`src/hw/rtl/psv_pkg.sv`:
```
package psv_pkg;

  // Field and register widths.
  localparam int unsigned SampleBits  = 16;
  localparam int unsigned IndexBits   = 11;
  localparam int unsigned FreqBits    = 17;
  localparam int unsigned LenBits     = 12;
  localparam int unsigned MaxBits     = 20;
  localparam int unsigned CountBits   = 21;
  localparam int unsigned CoefBits    = 16;
  localparam int unsigned CfgIdxBits  = 2;
  localparam int unsigned CfgDataBits = 20;
  localparam int unsigned InDataBits  = 32;

  // Register reset values.
  localparam logic [FreqBits-1:0] PitchReset = 17'd7040;
  localparam logic [LenBits-1:0]  LenReset   = 12'd100;
  localparam logic [MaxBits-1:0]  MaxReset   = 20'd176400;

  // Damping coefficient: alpha = floor((f * 1024 + 625) / 1250) in Q0.16, where the
  // numerator is the frequency with 625 appended in the low ten bits. The quotient
  // is taken by an exact reciprocal multiply over the whole numerator range.
  localparam int unsigned AlphaFracBits  = 10;
  localparam int unsigned AlphaNumBits   = FreqBits + AlphaFracBits;
  localparam int unsigned AlphaRecipBits = 28;
  localparam int unsigned AlphaProdBits  = AlphaNumBits + AlphaRecipBits;
  localparam int unsigned AlphaShift     = 38;
  localparam int unsigned AlphaRawBits   = 17;
  localparam logic [AlphaFracBits-1:0]  AlphaBias  = 10'd625;
  localparam logic [AlphaRecipBits-1:0] AlphaRecip = 28'd219902326;
  localparam logic [CoefBits-1:0]       AlphaMin   = 16'd52429;
  localparam logic [CoefBits-1:0]       AlphaMax   = 16'd65503;
  localparam logic [CoefBits-1:0]       Gain       = 16'd64717;

  typedef enum logic [CfgIdxBits-1:0] {
    REG_PITCH       = 2'd0,
    REG_LENGTH      = 2'd1,
    REG_MAX_SAMPLES = 2'd2
  } cfg_reg_e;

  typedef enum logic {
    REQ_LOAD = 1'b0,
    REQ_TICK = 1'b1
  } req_e;

  typedef enum logic [2:0] {
    ST_IDLE,
    ST_COEF,
    ST_MUL_PREV,
    ST_MUL_CUR,
    ST_WRITE
  } psv_state_e;

  typedef struct packed {
    logic load;
    logic start;
    logic coef;
    logic mul_prev;
    logic mul_cur;
    logic finish;
  } psv_cmd_t;

  typedef struct packed {
    logic out_busy;
  } psv_status_t;

endpackage

```
`src/hw/rtl/psv_ctrl.sv`:
```
module psv_ctrl (
  input  logic                  clk_i,
  input  logic                  rst_ni,
  input  logic                  in_valid_i,
  input  psv_pkg::req_e         in_kind_i,
  output logic                  in_ready_o,
  input  psv_pkg::psv_status_t  status_i,
  output psv_pkg::psv_cmd_t     cmd_o
);
  import psv_pkg::*;

  psv_state_e state_q, state_d;

  always_ff @(posedge clk_i or negedge rst_ni) begin
    if (!rst_ni) begin
      state_q <= ST_IDLE;
    end else begin
      state_q <= state_d;
    end
  end

  always_comb begin
    state_d    = state_q;
    cmd_o      = '0;
    in_ready_o = 1'b0;
    unique case (state_q)
      ST_IDLE: begin
        in_ready_o = 1'b1;
        if (in_valid_i) begin
          if (in_kind_i == REQ_TICK) begin
            cmd_o.start = 1'b1;
            state_d     = ST_COEF;
          end else begin
            cmd_o.load = 1'b1;
          end
        end
      end
      ST_COEF: begin
        cmd_o.coef = 1'b1;
        state_d    = ST_MUL_PREV;
      end
      ST_MUL_PREV: begin
        cmd_o.mul_prev = 1'b1;
        state_d        = ST_MUL_CUR;
      end
      ST_MUL_CUR: begin
        cmd_o.mul_cur = 1'b1;
        state_d       = ST_WRITE;
      end
      ST_WRITE: begin
        // Hold the finished sample until the output register can take it.
        if (!status_i.out_busy) begin
          cmd_o.finish = 1'b1;
          state_d      = ST_IDLE;
        end
      end
      default: begin
        state_d = ST_IDLE;
      end
    endcase
  end

endmodule

```
`config.mk`:
```
export PLATFORM = sky130hd
export DESIGN_NAME = psv_ctrl
export DESIGN_NICKNAME = d
export VERILOG_FILES = /design/src/hw/rtl/psv_pkg.sv /design/src/hw/rtl/psv_ctrl.sv
export SDC_FILE = /design/constraint.sdc
export NUM_CORES = 1
export LEC_CHECK = 0
export BUFFER_PORTS_ARGS = -buffer_cell sky130_fd_sc_hd__buf_2
export CORE_AREA = 2 2 39 41
export DETAILED_ROUTE_END_ITERATION = 8
export DIE_AREA = 0 0 41 43
export GPL_ROUTABILITY_DRIVEN = 1
export GPL_TIMING_DRIVEN = 1
export PLACE_DENSITY = 0.31
export SETUP_SLACK_MARGIN = 0.2
export SLEW_MARGIN = 5
export SYNTH_ARGS = -nofsm -noshare
export SYNTH_HDL_FRONTEND = slang
export SYNTH_SLANG_ARGS = --single-unit
```
`constraint.sdc`:
```
create_clock -name clk_i -period 1 [get_ports clk_i]
set_input_delay 0.2 -clock clk_i [delete_from_list [all_inputs] [get_ports clk_i]]
set_output_delay 0.2 -clock clk_i [all_outputs]
set_load 0.02 [all_outputs]
```
==> summary.txt <==
Timing
  – Hold Violations, Final: 0
  – Worst rel slew slack: 0.8805
  – Final Critical Period: 1.400 ns
  – WHS: 0.2274 ns
  – Period utilization: 1.400
  – Tightest Pin Transition: 0.1784 ns
  – RSZ-0062 raised after global routing: true
  – Max Freq: 714.1 MHz
  – Endpoints failing setup: 9
  – Final Max Tran Viols: 0
  – PnR worst setup slack: -0.4004 ns
  – Clock skew: 0.0008575 ns

Drt
  – Number of remaining DRC errors: 0
  – Detail Route Antenna Nets: 0
  – Vias per cell: 3.857
  – Routed WL: 537 µm
  – Vias post-DR: 216
  – Iter 0 DRT Violations: 0
  – Drt first pass iters: 1
  – Routed WL per cell: 9.589 µm

Placed design
  – I/O Buffers: 11
  – Dpl hpwl: 344.9 µm
  – RePlAce Congestion: 0.5910
  – Placed cell areas: 306.5 µm²

Yosys
  – Synth cell types: 12
  – Cell Area, Synth: 172.7 µm²
  – Post-Syn Nets: 21
  – Gate Count Post-Synth: 16
  – Yosys Warn Count: 0
  – Cell taking the most area after synthesis: dfrtp_1
  – Commonest cells post-synth: 3 x dfrtp_1, 2 x and3b_1, 2 x nor3b_1
  – Yosys top cell area share: 0.4348
  – Top_reg_cell synth: dfrtp_1
  – Synthesis-stage register bit count: 3
  – Synth top area cells: dfrtp_1 43%, and3b_1 10%, nor3b_1 8.7%
  – Sequential-to-total area share from yosys stat: 0.4348
  – Syn Area/Cell: 10.79 µm²
  – Count leader, synth: dfrtp_1
  – Ys async rst share: 1.000
  – Number of flops mapped to enable cells by yosys: 0

Finish
  – Synth-to-layout area growth: 171.0%
  – Share of cells above drive strength 1: 0.9000
  – Ant. Diodes: 0
  – Finished Cell Area: 467.9 µm²
  – Largest regs: state_q: 3 flops
  – Core Util, Final: 0.3382
  – Top reg by flops: state_q
  – Number of flip-flops in the largest register: 3
  – # nets final: 46

Setup path
  – Worst Path Buf+Inv: 1
  – Crit path from: state_q[2]$_DFFE_PN0P_
  – Startpoint Class: register
  – Largest stage delay on the critical path: 0.44 ns
  – R2R depth: 5
  – Required time of the critical path: 0.80 ns
  – Worst Path Arrival: 1.20 ns
  – Critical path class: reg -> out
  – Worst R2R End: state_q[1]$_DFFE_PN0P_
  – CP delay by family, top: flip-flops
  – CP max-delay cell: dfrtp_2
  – Crit path max fanout: 5
  – Category of the worst setup path capture point: output pin
  – RR Startpoint: state_q[0]$_DFFE_PN0P_
  – Internal reg-to-reg setup slack: -0.10 ns
  – Worst-path cell chain: nor3_4 -> and3b_2 -> buf_6

Clocking
  – Clk Tree Root Cell: clkbuf_4
  – Clock latency on the worst-skew pair: 0.23 ns
  – Clk slew on worst S/H paths: 0.04 ns
  – Clock buffer depth: 2
  – CTS Sinks: 3
  – Number of CTS-inserted buffers: 3
  – H-tree depth: 1
  – CTS tree: built

Hold path
  – Hold path start: status_i
  – Hold/Removal Path Class: in -> reg
  – Hold path depth: 2
  – Worst Hold Endpoint: state_q[2]$_DFFE_PN0P_

Run status
  – Status: complete, but fails checks
  – Failing checks: setup timing

Power and ir drop
  – Maximum vdd drop: 1.193 mV
  – Pwr Total: 1600 µW
  – Leakage: 0.0002163 µW
  – Cell area power density: 3420 nW/µm²

Die
  – DIE HEIGHT: 43 µm
  – Core area: 1384 µm²
  – Number of top-level pins: 12
  – Die Width: 41 µm
  – Rows: 14
  – Die ar.: 1763 µm²
  – Initial Utilization: 0.1248

Run
  – Max-capacitance violation count: 0

Global route
  – GRT overflow: 0
  – Initial antenna violation count: 0
  – Pin count of the biggest net entering global routing: 6
  – First-pass GRT wire length: 807 µm
  – Tot GR Track Use: 0.06841
  – Vias in the first global route: 216
[area by class of cell]
type                       instances  area, µm²
multi-input combinational         13      165.2
clock buffer                       4      26.28
tap                               16      20.02
timing repair buffer              20      177.7
sequential                         3      78.83
fill                             150      915.9
[kinds of logic after synthesis]
logic type      Yosys count  share of synthesized area
compound gates            2                    0.07245
xor+xnor                  1                    0.05073
flops                     3                     0.4348
simple gates             10                     0.4420
[routing by layer]
metal	wire length, µm	track usage	vias up
met3	29	0.01571	0
met1	211	0.07120	102
li1	-	-	105
met5	0	0	-
met2	295	0.1063	9
met4	0	0.06000	0
[cell usage in the layout, fill, tap and decap left out]
master and instances:
a21o_1 1, nor2b_4 1, dfrtp_2 3, and3b_2 2, clkbuf_4 3, xnor2_2 1
dlygate4sd3_1 1, nor3_4 2, clkbuf_1 1, buf_2 5, a21oi_4 1, nor2_1 1
and3_4 1, nor3b_4 1, nor3b_2 2, buf_4 4, buf_6 10
[report_power, final]
part	total, µW	switching (µW)	internal, µW
logic	1080	444	639
clock network	209	59.8	149
registers	308	114	194
[worst max path at each step]
stage                          end  cells past startpoint
after floorplan           cmd_o[5]                      2
after global placement    cmd_o[5]                      3
after detailed placement  cmd_o[5]                      3
after CTS                 cmd_o[0]                      3
after global routing      cmd_o[5]                      3
final                     cmd_o[5]                      3
[repair_timing]
action | 4_1_cts | 5_1_grt
resized for setup | 15 | 10
hold endpoints to repair | 3 | 0
buffers inserted | 2 | 1
pin swaps | 4 | 7
endpoints found under the setup margin | 10 | 10
hold buffers | 1 | 0
[per-stage QoR]
step | worst slack (ns) | std cells | TNS [ns]
2_1_floorplan | -0.2270 | 16 | -0.8744
3_3_place_gp | -0.1687 | 48 | -0.9989
3_5_place_dp | -0.1829 | 48 | -1.081
4_1_cts | -0.4057 | 55 | -2.605
6_report | -0.4004 | 56 | -2.637
5_1_grt | -0.4582 | 56 | -3.076
[worst register-to-register path, stage by stage (launching register included)]
cell and delay (ns):
dfrtp_2 0.44, buf_6 0.13, buf_6 0.11, buf_6 0.11, xnor2_2 0.14, nor2_1 0.06
Note: power is estimated with default switching activity, not from simulation.
